`src/sv/gain_command_frame_parser_assert.svh`:
```
// Assertion helpers for the gain command frame parser.
`ifndef GAIN_COMMAND_FRAME_PARSER_ASSERT_SVH
`define GAIN_COMMAND_FRAME_PARSER_ASSERT_SVH

// Same-cycle implication, off while reset is asserted.
`define GCFP_ASSERT_IMPL(label, clk, rst_n, cond, cons, msg) \
    label: assert property (@(posedge clk) disable iff (!rst_n) (cond) |-> (cons)) \
        else $error(msg);

// Next-cycle implication, off while reset is asserted.
`define GCFP_ASSERT_NEXT(label, clk, rst_n, cond, cons, msg) \
    label: assert property (@(posedge clk) disable iff (!rst_n) (cond) |=> (cons)) \
        else $error(msg);

`endif

```
`src/sv/gcfp_pkg.sv`:
```
package gcfp_pkg;

    // Bus widths
    localparam int IN_TDATA_W  = 8;
    localparam int OUT_TDATA_W = 32;
    localparam int OUT_TUSER_W = 4;

    typedef logic [7:0]  byte_t;
    typedef logic [2:0]  pos_t;
    typedef logic [1:0]  status_t;
    typedef logic [1:0]  gain_sel_t;
    typedef logic [31:0] word_t;

    // Frame bytes
    localparam byte_t HEADER_BYTE = 8'h24;   // '$'
    localparam byte_t CMD_P       = 8'h70;   // 'p'
    localparam byte_t CMD_I       = 8'h69;   // 'i'
    localparam byte_t CMD_D       = 8'h64;   // 'd'
    localparam byte_t MINUS_BYTE  = 8'h2D;   // '-'

    // Frame positions
    localparam pos_t POS_HEADER  = 3'd0;
    localparam pos_t POS_COMMAND = 3'd1;
    localparam pos_t POS_SIGN    = 3'd2;
    localparam pos_t POS_LAST    = 3'd7;

    // Float sign bit
    localparam word_t SIGN_MASK = 32'h8000_0000;

    // Result status codes
    localparam status_t ST_UPDATE   = 2'd0;
    localparam status_t ST_UNKNOWN  = 2'd1;
    localparam status_t ST_CHECKSUM = 2'd2;

    // Gain select codes
    localparam gain_sel_t SEL_P = 2'd0;
    localparam gain_sel_t SEL_I = 2'd1;
    localparam gain_sel_t SEL_D = 2'd2;

endpackage

```
`src/sv/gain_command_frame_parser.sv`:
```
// Gain command frame parser.
// Input stream s_axis carries one received serial byte per item. Bytes are
// dropped until a '$' header; the next seven bytes complete an 8-byte frame
// (command, sign, 4-byte little-endian float, checksum of bytes 0..6).
// Output stream m_axis carries one item per closed frame: tuser holds the
// status (gain update, unknown command, checksum error) and gain select,
// tdata holds the float bits with the sign applied (zero unless update).
// The checksum byte is accepted into the input register; once it fires, the
// result register loads and the frame's result appears on m_axis.
// Throughput: one byte per cycle while the result slot can take a new value;
// the input register and the result register form a two-stage pipe, so
// while a result waits one more byte is taken.
// Reset clears the frame position, the running sum and both valid flags;
// a partial frame is lost. When the receiver stalls with a result pending,
// the input register holds its byte and s_axis_tready drops once it is full;
// bytes that produce no result still only move when the result slot can
// take a new value.
module gain_command_frame_parser (
    input  logic                             clk,
    input  logic                             rst_n,
    // input bytes
    input  logic                             s_axis_tvalid,
    output logic                             s_axis_tready,
    input  logic [gcfp_pkg::IN_TDATA_W-1:0]  s_axis_tdata,   // [7:0] rx_byte
    // results
    output logic                             m_axis_tvalid,
    input  logic                             m_axis_tready,
    output logic [gcfp_pkg::OUT_TDATA_W-1:0] m_axis_tdata,   // [31:0] gain_bits
    output logic [gcfp_pkg::OUT_TUSER_W-1:0] m_axis_tuser    // [1:0] status, [3:2] gain_select
);
    import gcfp_pkg::*;

    // Input register
    logic      in_valid_reg;
    byte_t     in_byte_reg;

    // Frame state
    pos_t      pos_reg;
    pos_t      pos_next;
    byte_t     sum_reg;
    byte_t     sum_next;
    byte_t     cmd_reg;
    logic      neg_reg;
    word_t     payload_reg;

    // Result register
    logic      out_valid_reg;
    status_t   out_status_reg;
    gain_sel_t out_sel_reg;
    word_t     out_bits_reg;

    logic      advance;
    logic      fire;
    logic      drop;
    logic      last;
    status_t   res_status;
    gain_sel_t res_sel;
    word_t     res_bits;
    logic [1:0] lane;

    // Handshake
    assign advance       = !out_valid_reg || m_axis_tready;
    assign fire          = in_valid_reg && advance;
    assign s_axis_tready = !in_valid_reg || advance;

    // Input register
    always_ff @(posedge clk or negedge rst_n)
    begin
        if (!rst_n)
        begin
            in_valid_reg <= 1'b0;
        end
        else if (s_axis_tready)
        begin
            in_valid_reg <= s_axis_tvalid;
        end
    end

    always_ff @(posedge clk)
    begin
        if (s_axis_tvalid && s_axis_tready)
        begin
            in_byte_reg <= s_axis_tdata;
        end
    end

    // Frame decode
    assign drop = (pos_reg == POS_HEADER) && (in_byte_reg != HEADER_BYTE);
    assign last = (pos_reg == POS_LAST);
    assign lane = 2'(pos_reg - 3'd3);

    always_comb
    begin
        res_status = ST_UNKNOWN;
        res_sel    = SEL_P;
        res_bits   = '0;
        if (sum_reg != in_byte_reg)
        begin
            res_status = ST_CHECKSUM;
        end
        else
        begin
            unique case (cmd_reg)
                CMD_P:
                begin
                    res_status = ST_UPDATE;
                    res_sel    = SEL_P;
                    res_bits   = payload_reg ^ (neg_reg ? SIGN_MASK : '0);
                end
                CMD_I:
                begin
                    res_status = ST_UPDATE;
                    res_sel    = SEL_I;
                    res_bits   = payload_reg ^ (neg_reg ? SIGN_MASK : '0);
                end
                CMD_D:
                begin
                    res_status = ST_UPDATE;
                    res_sel    = SEL_D;
                    res_bits   = payload_reg ^ (neg_reg ? SIGN_MASK : '0);
                end
                default:
                begin
                    res_status = ST_UNKNOWN;
                end
            endcase
        end
    end

    // Position and running sum
    always_comb
    begin
        pos_next = pos_reg;
        sum_next = sum_reg;
        if (fire && !drop)
        begin
            if (last)
            begin
                pos_next = POS_HEADER;
                sum_next = '0;
            end
            else
            begin
                pos_next = pos_reg + 3'd1;
                sum_next = sum_reg + in_byte_reg;
            end
        end
    end

    always_ff @(posedge clk or negedge rst_n)
    begin
        if (!rst_n)
        begin
            pos_reg <= POS_HEADER;
            sum_reg <= '0;
        end
        else
        begin
            pos_reg <= pos_next;
            sum_reg <= sum_next;
        end
    end

    // Command, sign and payload capture
    always_ff @(posedge clk)
    begin
        if (fire)
        begin
            if (pos_reg == POS_COMMAND)
            begin
                cmd_reg <= in_byte_reg;
            end
            if (pos_reg == POS_SIGN)
            begin
                neg_reg <= (in_byte_reg == MINUS_BYTE);
            end
            if (pos_reg >= 3'd3 && !last)
            begin
                payload_reg[lane*8 +: 8] <= in_byte_reg;
            end
        end
    end

    // Result register
    always_ff @(posedge clk or negedge rst_n)
    begin
        if (!rst_n)
        begin
            out_valid_reg <= 1'b0;
        end
        else if (fire && last)
        begin
            out_valid_reg <= 1'b1;
        end
        else if (m_axis_tready)
        begin
            out_valid_reg <= 1'b0;
        end
    end

    always_ff @(posedge clk)
    begin
        if (fire && last)
        begin
            out_status_reg <= res_status;
            out_sel_reg    <= res_sel;
            out_bits_reg   <= res_bits;
        end
    end

    assign m_axis_tvalid = out_valid_reg;
    assign m_axis_tdata  = out_bits_reg;
    assign m_axis_tuser  = {out_sel_reg, out_status_reg};

    // Checks
    `include "gain_command_frame_parser_assert.svh"

    `GCFP_ASSERT_NEXT(a_last_emits, clk, rst_n, fire && last,
        out_valid_reg && pos_reg == POS_HEADER && sum_reg == '0,
        "checksum byte did not produce a result")
    `GCFP_ASSERT_NEXT(a_drop_holds, clk, rst_n, fire && drop,
        pos_reg == POS_HEADER && sum_reg == '0,
        "non-header byte moved the frame state")
    `GCFP_ASSERT_IMPL(a_fail_zero, clk, rst_n, out_valid_reg && out_status_reg != ST_UPDATE,
        out_sel_reg == SEL_P && out_bits_reg == '0,
        "error result carries gain data")
    `GCFP_ASSERT_IMPL(a_full_stall, clk, rst_n, in_valid_reg && out_valid_reg && !m_axis_tready,
        !s_axis_tready,
        "input accepted while the pipe is full")
    `GCFP_ASSERT_NEXT(a_pos_step, clk, rst_n, fire && !drop && !last,
        pos_reg == $past(pos_reg) + 3'd1,
        "frame position skipped")

endmodule
```
`config.mk`:
```
export PLATFORM = sky130hd
export DESIGN_NAME = gain_command_frame_parser
export DESIGN_NICKNAME = d
export VERILOG_FILES = /design/src/sv/gcfp_pkg.sv /design/src/sv/gain_command_frame_parser.sv
export VERILOG_INCLUDE_DIRS = /design/src /design/src/sv
export SDC_FILE = /design/constraint.sdc
export NUM_CORES = 1
export LEC_CHECK = 0
export ABC_CLOCK_PERIOD_IN_PS = 4600
export BUFFER_PORTS_ARGS = -buffer_cell sky130_fd_sc_hd__buf_2
export CORE_AREA = 2 2 106 108
export CTS_BUF_LIST = sky130_fd_sc_hd__clkbuf_8 sky130_fd_sc_hd__clkbuf_16
export DETAILED_ROUTE_END_ITERATION = 8
export DIE_AREA = 0 0 108 110
export SLEW_MARGIN = 25
export SYNTH_ARGS = -nofsm -noshare
export SYNTH_HDL_FRONTEND = slang
export SYNTH_SLANG_ARGS = --single-unit
```
`constraint.sdc`:
```
create_clock -name clk -period 4.6 [get_ports clk]
set_input_delay 0.92 -clock clk [delete_from_list [all_inputs] [get_ports clk]]
set_output_delay 0.92 -clock clk [all_outputs]
set_load 0.01 [all_outputs]
```
## Word level (Yosys, flattened, before mapping)

Cells that the tools add are included.

- Latch bits: 0
- RAM bits: 0
- Bits in registers: 98
- Memories: 0
- Memory bits (read-only): 0
- Bits of input ports: 12
- Output and inout port bits: 38

- Reduce and logical (&&, ||, !) cells: 19
- Multiplexer cells: 8
- Add/subtract/negate cells: 4
- Bitwise logic cells: 2
- Multiply operators: 0
- Div/mod/pow operators: 0
- Eq/ne operators: 9
- Magnitude comparators: 1
- Shifts and indexed selects: 2

Operator list:

| operator | number |
|---|---|
| negation 5 -> 34 bit | 1 |
| variable shift 8 x 34 -> 32 bit (first input constant) | 1 |
| variable part select 8 x 34 -> 32 bit | 1 |
| bitwise mux 32 bit | 1 |
| two-way mux 32 bit | 1 |
| bitwise XOR 32 bit | 1 |
| equality test 8 x 7 -> 1 bit (second input constant) | 3 |
| adder 8 bit | 1 |
| equality test 8 x 6 -> 1 bit (second input constant) | 1 |
| two-way mux 8 bit | 1 |
| inequality test 8 x 6 -> 1 bit (second input constant) | 1 |
| inequality test 8 bit | 1 |
| logical AND 1 bit | 6 |
| AND reduction 2 bit | 3 |
| zero test 1 bit | 4 |
| one-hot mux 2 bit (2 select lines) | 1 |
| adder 3 x 1 -> 3 bit (second input constant) | 1 |
| equality test 3 x 1 -> 1 bit (second input constant) | 1 |
| equality test 3 x 2 -> 1 bit (second input constant) | 1 |
| equality test 3 bit (second input constant) | 1 |
| >= comparator 3 x 2 -> 1 bit (second input constant) | 1 |
| zero test 3 bit | 1 |
| two-way mux 1 bit | 3 |
| two-way mux 3 bit | 1 |
| other kinds (6) | 7 |

## Longest topological paths before layout

Gate-level depths: netlist (run 1).

- Depth in word-level cells: 5
- Depth in mapped cells: 8
- Mapped depth without buffers: 8

## Least setup slack after synthesis (run 1)

Ideal clock, no wire load.

- Path kind: reg2reg
- Start: register pos_reg[0]
- End: register out_bits_reg[0] (netlist: m_axis_tdata[0]), enable pin
- Cell stages (with the launch flop): 6
- Path buffers: 1
- Path slack: 2.167 ns
- Required time: 4.209 ns
- Arrival time: 2.043 ns
- Clock period less this slack: 2.433 ns
- Cells stage by stage: dfrtp_1 > ha_1 > ha_1 > clkbuf_1 > nand3_1 > inv_1

- Cells in the longest elaborated chain, start to end: 2

Ends and longest elaborated chain:

| item | line | source |
|---|---|---|
| from (decl) | gain_command_frame_parser.sv:38 | `pos_t pos_reg;` |
| from (signal assigned) | gain_command_frame_parser.sv:159 | `pos_reg <= pos_next;` |
| equality test 3 bit | gain_command_frame_parser.sv:89 | `assign last = (pos_reg == POS_LAST);` |
| logical AND 1 bit | gain_command_frame_parser.sv:203 | `if (fire && last)` |
| to (signal assigned) | gain_command_frame_parser.sv:207 | `out_bits_reg <= res_bits;` |
| to (decl) | gain_command_frame_parser.sv:50 | `word_t out_bits_reg;` |

No other way between the ends.
A chain may end at the register's enable or synchronous reset.

## Final worst setup path (run 1)

- Start: register in_byte_reg[5]
- End: register out_bits_reg[4] (netlist: m_axis_tdata[4]) (data pin)

- Cells in the longest elaborated chain, start to end: 2

Ends and longest elaborated chain:

| item | line | source |
|---|---|---|
| from (decl) | gain_command_frame_parser.sv:35 | `byte_t in_byte_reg;` |
| from (signal assigned) | gain_command_frame_parser.sv:83 | `in_byte_reg <= s_axis_tdata;` |
| inequality test 8 bit | gain_command_frame_parser.sv:97 | `if (sum_reg != in_byte_reg)` |
| OR reduction 2 bit (no line) | - |  |

No other way between the ends.

==> impl_table.tex, run 1 <==
\begin{tabular}{lr}
\hline
Metric & Value \\
\hline
\multicolumn{2}{l}{\textbf{Outcome}} \\
\quad Run status & complete, no violations \\
\multicolumn{2}{l}{\textbf{Setup path}} \\
\quad Critical-path maximum fanout & 32 \\
\quad Max incr delay on CP & 0.59 ns \\
\quad Arrival time worst endpoint & 2.75 ns \\
\quad Family of cells with the greatest summed delay on the critical path & simple AND/OR/NAND/NOR gates \\
\quad Critical path cell sequence & ha\_1 -> nor4\_2 -> nand3\_1 -> nor2b\_4 -> and2\_1 \\
\quad Critical path capture point type & register \\
\quad Kind of critical path & register to register \\
\quad Required time reported for the critical path endpoint & 4.82 ns \\
\quad Critical Path Source Type & register \\
\quad Buffers plus inverters on the worst setup path & 0 \\
\quad Worst setup slack for register-to-register paths & 2.07 ns \\
\quad Crit-path slowest cell & edfxtp\_1 \\
\multicolumn{2}{l}{\textbf{Synthesis}} \\
\quad Top cell type's share of synthesized area & 0.6110 \\
\quad Count of state elements after synthesis & 98 \\
\quad Main area contributors after synthesis & edfxtp\_1, and2\_1, dfrtp\_1, ha\_1, nand2\_1 \\
\quad Number of enable flip-flop cells after synthesis & 85 \\
\quad Post-synthesis instance area & 4178 sq um \\
\quad YS warnings & 0 \\
\quad Post-synth net total & 317 \\
\quad Portion of the post-synthesis area used by sequential elements & 0.6888 \\
\quad Post-synthesis cell type with the largest combined area & edfxtp\_1 \\
\quad Number of instances in the synthesized netlist & 291 \\
\quad Leading register cell type out of synthesis & edfxtp\_1 \\
\quad Number of distinct library cells after synthesis & 44 \\
\quad Mapped Avg Cell Area & 14.36 sq um \\
\quad Ys async rst share & 0.1327 \\
\multicolumn{2}{l}{\textbf{Min path}} \\
\quad Tightest Hold Check Type & input pin to async pin \\
\multicolumn{2}{l}{\textbf{Power}} \\
\quad Switching share of power & 0.3189 \\
\quad Static Leak & 1.796 nW \\
\quad Fraction of power consumed by sequential logic & 0.525 \\
\quad Internal cell power & 1.622 mW \\
\quad Power density cells & 502.2 nW/um\^{}2 \\
\quad Highest ir drop seen on vdd & 0.2381 mV \\
\quad Share of power burned in the clock network & 0.208 \\
\quad Net switching power figure & 759.4 uW \\
\quad Comb pwr share & 0.267 \\
\quad Post-layout power & 2.381 mW \\
\multicolumn{2}{l}{\textbf{STA}} \\
\quad Layout Skew & 0.01203 ns \\
\quad Slew of the pin with the lowest slew margin & 0.7818 ns \\
\quad Setup TNS & 0 ns \\
\quad Final hold violations & 0 \\
\quad Clock period minus final worst setup slack & 2.527 ns \\
\quad Final setup violating endpoints & 0 \\
\quad Portion of the clock cycle consumed by the worst path in the final layout & 0.5493 \\
\quad Final Slew Violations & 0 \\
\quad Setup repair after global routing missed its margin & no \\
\quad Final worst-path setup slack & 2.073 ns \\
\quad Highest clock rate & 0.3957 GHz \\
\quad Max-Slew Margin vs Limit & 0.4777 \\
\multicolumn{2}{l}{\textbf{Floorplan}} \\
\quad Effective utilization at floorplan & 0.3905 \\
\quad Number of rows created at floorplan & 38 \\
\quad Placeable Area & 10700 sq um \\
\quad Die Y & 110 microns \\
\quad Die W & 108 microns \\
\quad Number of ports placed on the die boundary & 50 \\
\quad Die outline area & 11880 sq um \\
\multicolumn{2}{l}{\textbf{Detailed routing}} \\
\quad Antenna Nets Post-Route & 0 \\
\quad Drt first pass iters & 4 \\
\quad DRC violation total after the first TritonRoute iteration & 72 \\
\quad Number of vias per cell after detailed routing & 4.732 \\
\quad Vias after detailed routing & 2309 \\
\quad Final routed wirelength across all metal layers & 7036 microns \\
\quad Avg WL per Cell & 14.42 microns \\
\quad DRC violations left & 0 \\
\multicolumn{2}{l}{\textbf{CTS}} \\
\quad H-tree depth reported by CTS & 3 \\
\quad Number of clock sinks & 98 \\
\quad Post-CTS Setup Bufs & 0 \\
\quad Worst-path clk slew & 0.09 ns \\
\quad Insertion delay of the later-clocked pin in the worst-skew pair & 0.36 ns \\
\quad Maximum clock insertion buffer count & 2 \\
\quad Post-cts hold buffer count & 0 \\
\quad TritonCTS clock tree & built \\
\quad CTS resizes & 0 \\
\quad Root Buffer Master & clkbuf\_8 \\
\quad Number of CTS-inserted buffers & 9 \\
\multicolumn{2}{l}{\textbf{Place}} \\
\quad Detail Placement HPWL & 4653 microns \\
\quad Port Buffers & 49 \\
\quad GPL Wtd Cong & 0.7999 \\
\quad Worst setup slack after placement & 1.809 ns \\
\multicolumn{2}{l}{\textbf{Run}} \\
\quad Maxcap violations & 0 \\
\multicolumn{2}{l}{\textbf{Global routing}} \\
\quad Congestion Overflow GR & 0 \\
\quad Overall track demand over capacity in global routing & 0.1258 \\
\quad Via count of the first global-routing pass & 2175 \\
\quad Initial antenna violation count & 0 \\
\quad Pin count of the biggest net entering global routing & 37 \\
\quad Wire length of the first global-routing pass & 11020 microns \\
\multicolumn{2}{l}{\textbf{Cells and area}} \\
\quad Proportion of layout cells with a drive suffix above 1 & 0.2040 \\
\quad Number of fill cells & 985 \\
\quad Total area of multi-input combinational cells & 1232 sq um \\
\quad Layout Area Growth over Synthesis & 13.51\% \\
\quad Final cell utilization of the core & 0.4433 \\
\quad Final antenna diode count & 0 \\
\quad Total number of nets in the final design & 370 \\
\quad Register Area & 2878 sq um \\
\hline
\end{tabular}
==> cells in the mapped netlist (2+ instances only) <==
cell type,number
edfxtp_1,85
and2_1,67
nand2_1,14
dfrtp_1,13
ha_1,13
nor3_1,9
inv_1,8
nor2_1,8
nand2b_1,7
a211oi_1,6
clkbuf_1,4
o21ai_0,4
a21o_1,3
nand3_1,3
nor2b_1,3
nor3b_1,3
o21a_1,3
o41ai_1,3
a21oi_1,2
buf_2,2
buf_6,2
mux2_2,2
nand4_1,2
nor4_1,2
o31ai_1,2
xnor2_1,2
xor2_1,2
==> cells by family (layout without fill, tap and decap cells) <==
family / Yosys count / count (layout) / synth area share
simple gates: 126 / 126 / 0.1797
buf+inv: 16 / 73 / 0.01857
mux: 3 / 3 / 0.007786
compound gates: 30 / 30 / 0.05301
fa+ha+maj: 14 / 14 / 0.04373
flops: 98 / 98 / 0.6888
xor+xnor: 4 / 4 / 0.008387
==> power groups by stage <==
stage,sequential (mW),clock [mW],combinational [mW]
2_1_floorplan,1.25,0,0.490
3_3_place_gp,1.27,0,0.625
3_5_place_dp,1.27,0,0.634
4_1_cts,1.25,0.515,0.639
5_1_grt,1.27,0.539,0.726
6_report,1.25,0.495,0.637
==> worst register-to-register path, cell delays in order, from the launching register on <==
cell	delay, ns
edfxtp_1	0.59
ha_1	0.50
nor4_2	0.36
nand3_1	0.20
nor2b_4	0.52
and2_1	0.23
==> metal layers <==
metal | vias to the layer above | GRT usage | wire, microns
met1 | 1082 | 0.1572 | 3196
met4 | 0 | 0.04945 | 136
met3 | 10 | 0.03821 | 400
li1 | 1158 | - | -
met5 | - | 0 | 0
met2 | 59 | 0.2062 | 3302
==> through the flow <==
step / cell area (sq um) / cells / hold slack (ns)
4_1_cts: 4732 / 488 / 0.4324
3_5_place_dp: 4558 / 473 / 0.4742
6_report: 4742 / 488 / 0.4418
5_1_grt: 4742 / 488 / 0.4456
3_3_place_gp: 4558 / 473 / 0.4626
2_1_floorplan: 4178 / 291 / 0.4473
==> cells in the final DEF, fill, tap and decap left out, types with 2 or more instances in the layout <==
master,count
a21o_1,3
inv_1,8
xor2_1,2
mux2_2,2
buf_2,49
a211oi_1,6
o41ai_1,3
nor2_1,8
o21ai_0,4
clkinvlp_4,4
xnor2_1,2
edfxtp_1,85
nand2b_1,7
nor3_1,9
ha_1,13
clkbuf_8,9
o21a_1,3
and2_1,67
a21oi_1,2
o31ai_1,2
nor2b_1,3
nand4_1,2
nand2_1,14
dfrtp_1,13
nor3b_1,2
nand3_1,3
nor4_1,2
==> final timing paths <==
| check | start | endpoint | cells past startpoint |
|---|---|---|---|
| min in group clk | sum_reg[3]$_DFFE_PN0P_ | sum_reg[3]$_DFFE_PN0P_ | 2 |
| hold / removal | rst_n | sum_reg[2]$_DFFE_PN0P_ | 1 |
| setup / recovery | in_byte_reg[5]$_DFFE_PP_ | m_axis_tdata[4]$_SDFFCE_PP0P_ | 5 |
| hold reg to reg | sum_reg[3]$_DFFE_PN0P_ | sum_reg[3]$_DFFE_PN0P_ | 2 |
| setup reg to reg | in_byte_reg[5]$_DFFE_PP_ | m_axis_tdata[4]$_SDFFCE_PP0P_ | 5 |
| max in group asynchronous | rst_n | pos_reg[1]$_DFFE_PN0P_ | 1 |
==> layout make-up <==
type,count,share of cell area
Timing Repair Buffer,50,0.05330
Multi-Input combinational cell,177,0.2599
Tap cell,140,0.03694
Clock inverter,6,0.01055
Sequential cell,98,0.6069
Clock buffer,9,0.02612
Inverter,8,0.006332
Note: power is estimated with default switching activity, not from simulation.
==> inputs of run 2 (changes only) <==
- ABC_AREA: default -> 1
- ABC_CLOCK_PERIOD_IN_PS: 4600 -> 2200
- clock period: 4.6 -> 2.2 ns (I/O delays scaled with it)
==> run 2 against run 1 <==
  * Clock power up 100%
  * Die area unchanged
  * Count of clock-buffer cells in the layout unchanged
  * Critical endpoint is now m_axis_tdata[8]$_SDFFCE_PP0P_
  * Highest routed layer unchanged
==> impl_table.tex, run 2 <==
\begin{tabular}{lr}
\hline
Metric & Value \\
\hline
\multicolumn{2}{l}{\textbf{Setup path}} \\
\quad Crit-path slowest cell & edfxtp\_1 (unchanged) \\
\quad Critical Path Source Type & register (unchanged) \\
\quad Critical path capture point type & register (unchanged) \\
\quad Max incr delay on CP & 0.48 ns (was 0.59 ns) \\
\quad Critical-path maximum fanout & 32 (unchanged) \\
\quad Critical path cell sequence & ha\_1 -> nor3\_2 -> nand4\_2 -> inv\_2 -> nand2\_4 -> nor2\_1 (was ha\_1 -> nor4\_2 -> nand3\_1 -> nor2b\_4 -> and2\_1) \\
\quad Kind of critical path & register to register (unchanged) \\
\quad Arrival time worst endpoint & 2.23 ns (was 2.75 ns) \\
\quad Required time reported for the critical path endpoint & 2.42 ns (was 4.82 ns) \\
\multicolumn{2}{l}{\textbf{Synthesis}} \\
\quad Number of distinct library cells after synthesis & 27 (was 44) \\
\quad Number of instances in the synthesized netlist & 382 (was 291) \\
\quad Post-synthesis cell type with the largest combined area & edfxtp\_1 (unchanged) \\
\quad Ys async rst share & 0.1327 (unchanged) \\
\quad Library cell with the highest instance count after synthesis & edfxtp\_1 (unchanged) \\
\quad Top cell type's share of synthesized area & 0.6016 (was 0.6110) \\
\quad Count of state elements after synthesis & 98 (unchanged) \\
\quad Main area contributors after synthesis & edfxtp\_1, dfrtp\_1, nand2\_1, inv\_1, nor2\_1 (was edfxtp\_1, and2\_1, dfrtp\_1, ha\_1, nand2\_1) \\
\quad Portion of the post-synthesis area used by sequential elements & 0.6783 (was 0.6888) \\
\quad Post-synth net total & 408 (was 317) \\
\quad Mapped Avg Cell Area & 11.11 sq um (was 14.36 sq um) \\
\quad Leading register cell type out of synthesis & edfxtp\_1 (unchanged) \\
\quad Top cells by instance count after synthesis & edfxtp\_1, nand2\_1, inv\_1 (was edfxtp\_1, and2\_1, nand2\_1) \\
\quad Post-synthesis instance area & 4243 sq um (was 4178 sq um) \\
\quad YS warnings & 0 (unchanged) \\
\quad Number of enable flip-flop cells after synthesis & 85 (unchanged) \\
\multicolumn{2}{l}{\textbf{Cells and area}} \\
\quad Leading cell type in the layout, fill and taps excluded & edfxtp\_1 (unchanged) \\
\quad Fin area & 4895 sq um (was 4742 sq um) \\
\quad Number of fill cells & 1006 (was 985) \\
\quad Final antenna diode count & 0 (unchanged) \\
\quad Layout Area Growth over Synthesis & 15.36\% (was 13.51\%) \\
\quad Total number of nets in the final design & 474 (was 370) \\
\quad Total area of multi-input combinational cells & 1070 sq um (was 1232 sq um) \\
\quad Register Area & 2878 sq um (unchanged) \\
\quad Proportion of layout cells with a drive suffix above 1 & 0.1987 (was 0.2040) \\
\quad Leading cell types in the layout, fill and taps excluded & edfxtp\_1, nand2\_1, inv\_1 (was edfxtp\_1, and2\_1, buf\_2) \\
\multicolumn{2}{l}{\textbf{Global routing}} \\
\quad Wire length of the first global-routing pass & 11890 microns (was 11020 microns) \\
\quad Congestion Overflow GR & 0 (unchanged) \\
\quad Overall track demand over capacity in global routing & 0.1336 (was 0.1258) \\
\quad Via count of the first global-routing pass & 2510 (was 2175) \\
\quad Pin count of the biggest net entering global routing & 33 (was 37) \\
\quad Initial antenna violation count & 0 (unchanged) \\
\multicolumn{2}{l}{\textbf{Floorplan}} \\
\quad Die Y & 110 microns (unchanged) \\
\quad Die outline area & 11880 sq um (unchanged) \\
\quad Effective utilization at floorplan & 0.3966 (was 0.3905) \\
\quad Die W & 108 microns (unchanged) \\
\quad Number of rows created at floorplan & 38 (unchanged) \\
\quad Placeable Area & 10700 sq um (unchanged) \\
\quad Number of ports placed on the die boundary & 50 (unchanged) \\
\multicolumn{2}{l}{\textbf{CTS}} \\
\quad Insertion delay of the later-clocked pin in the worst-skew pair & 0.36 ns (about the same) \\
\quad Number of clock sinks & 98 (unchanged) \\
\quad Worst-path clk slew & 0.09 ns (about the same) \\
\quad Post-CTS Setup Bufs & 0 (unchanged) \\
\quad TritonCTS clock tree & built (unchanged) \\
\quad H-tree depth reported by CTS & 3 (unchanged) \\
\quad Maximum clock insertion buffer count & 2 (unchanged) \\
\quad Number of CTS-inserted buffers & 9 (unchanged) \\
\quad Post-cts hold buffer count & 1 (was 0) \\
\quad Root Buffer Master & clkbuf\_8 (unchanged) \\
\quad CTS resizes & 0 (unchanged) \\
\multicolumn{2}{l}{\textbf{Min path}} \\
\quad Tightest Hold Check Type & input pin to register (was input pin to async pin) \\
\multicolumn{2}{l}{\textbf{Power}} \\
\quad Post-layout power & 4.873 mW (was 2.381 mW) \\
\quad Highest ir drop seen on vdd & 0.4606 mV (was 0.2381 mV) \\
\quad Static Leak & 2.211 nW (was 1.796 nW) \\
\quad Power density cells & 995.6 nW/um\^{}2 (was 502.2 nW/um\^{}2) \\
\multicolumn{2}{l}{\textbf{STA}} \\
\quad Final Slew Violations & 0 (unchanged) \\
\quad Layout Skew & 0.01392 ns (was 0.01203 ns) \\
\quad Setup repair after global routing missed its margin & no (unchanged) \\
\quad Clock period minus final worst setup slack & 2.012 ns (was 2.527 ns) \\
\quad Highest clock rate & 0.4970 GHz (was 0.3957 GHz) \\
\quad Max-Slew Margin vs Limit & 0.7350 (was 0.4777) \\
\quad Slew of the pin with the lowest slew margin & 0.3971 ns (was 0.7818 ns) \\
\quad Setup TNS & 0 ns (unchanged) \\
\quad Portion of the clock cycle consumed by the worst path in the final layout & 0.9146 (was 0.5493) \\
\quad Final setup violating endpoints & 0 (unchanged) \\
\quad Final hold violations & 0 (unchanged) \\
\multicolumn{2}{l}{\textbf{Detailed routing}} \\
\quad Number of vias per cell after detailed routing & 4.371 (was 4.732) \\
\quad DRC violations left & 0 (unchanged) \\
\quad Vias after detailed routing & 2592 (was 2309) \\
\quad Avg WL per Cell & 11.95 microns (was 14.42 microns) \\
\quad DRC violation total after the first TritonRoute iteration & 136 (was 72) \\
\quad Antenna Nets Post-Route & 0 (unchanged) \\
\quad Drt first pass iters & 4 (unchanged) \\
\quad Final routed wirelength across all metal layers & 7084 microns (was 7036 microns) \\
\multicolumn{2}{l}{\textbf{Place}} \\
\quad Port Buffers & 49 (unchanged) \\
\quad Instance area at placement & 4718 sq um (was 4558 sq um) \\
\quad GPL Wtd Cong & 0.8934 (was 0.7999) \\
\quad Detail Placement HPWL & 5272 microns (was 4653 microns) \\
\multicolumn{2}{l}{\textbf{Run}} \\
\quad Maxcap violations & 0 (unchanged) \\
\multicolumn{2}{l}{\textbf{Outcome}} \\
\quad Run status & complete, no violations (unchanged) \\
\hline
\end{tabular}
[run 2: per-layer routing]
metal	vias to the layer above	part of all wire	global-route usage
li1	1360	-	-
met4	0	0.028	0.07784
met3	14	0.041	0.02704
met5	-	0	0
met2	54	0.48	0.2228
met1	1164	0.45	0.1620
[run 2: path summary, 6_finish.rpt]
check,slack [ns],cells past startpoint,end,startpoint
min in group asynchronous,0.48,2,sum_reg[4]$_DFFE_PN0P_,rst_n
setup reg to reg,0.19,6,m_axis_tdata[8]$_SDFFCE_PP0P_,in_byte_reg[6]$_DFFE_PP_
max in group asynchronous,1.49,2,pos_reg[1]$_DFFE_PN0P_,rst_n
hold reg to reg,0.49,2,sum_reg[0]$_DFFE_PN0P_,sum_reg[0]$_DFFE_PN0P_
hold / removal,0.24,1,in_byte_reg[7]$_DFFE_PP_,s_axis_tdata[7]
setup / recovery,0.19,6,m_axis_tdata[8]$_SDFFCE_PP0P_,in_byte_reg[6]$_DFFE_PP_
[run 2: where the power goes]
group / switching (mW) / leakage, nW / total (mW) / internal, mW
clock network: 0.597 / 0.0886 / 1.00 / 0.407
logic: 0.932 / 1.13 / 1.40 / 0.467
registers: 0.136 / 0.997 / 2.47 / 2.34
total: 1.66 / 2.21 / 4.87 / 3.21
[run 2: critical path: cells and delay by family (launching register included)]
kind	cells	cell delay, ns
adder cells (fa/ha/maj)	1	0.40
flip-flops	1	0.48
buffers and inverters	1	0.11
AND/OR/NAND/NOR	4	0.86
[run 2: logic make-up (layout without fill, tap and decap cells)]
group | Yosys count | count (layout) | synth area share
adder cells (fa/ha/maj) | 14 | 14 | 0.04306
AO/OA/AOI/OAI | 12 | 12 | 0.01474
XOR/XNOR | 5 | 5 | 0.01032
flip-flops | 98 | 98 | 0.6783
AND/OR/NAND/NOR | 179 | 179 | 0.1822
buffers and inverters | 74 | 145 | 0.07136
[run 2: cell type report]
cell class / instances / area share
flip-flops and latches: 98 / 0.5879
clock buffers: 9 / 0.02531
repair buffers: 61 / 0.07157
inverters: 68 / 0.05215
clock inverters: 7 / 0.008691
well taps: 140 / 0.03579
multi-input cells: 210 / 0.2186
[run 2: per-stage QoR]
step	utilization	hold slack, ns	setup WS (ns)	std cells
3_3_place_gp	0.4411	0.3419	0.2580	576
5_1_grt	0.4575	0.2225	0.01559	593
6_report	0.4575	0.2438	0.1879	593
4_1_cts	0.4575	0.2256	0.1861	593
3_5_place_dp	0.4411	0.3501	0.2063	576
2_1_floorplan	-	0.1444	0.2453	382
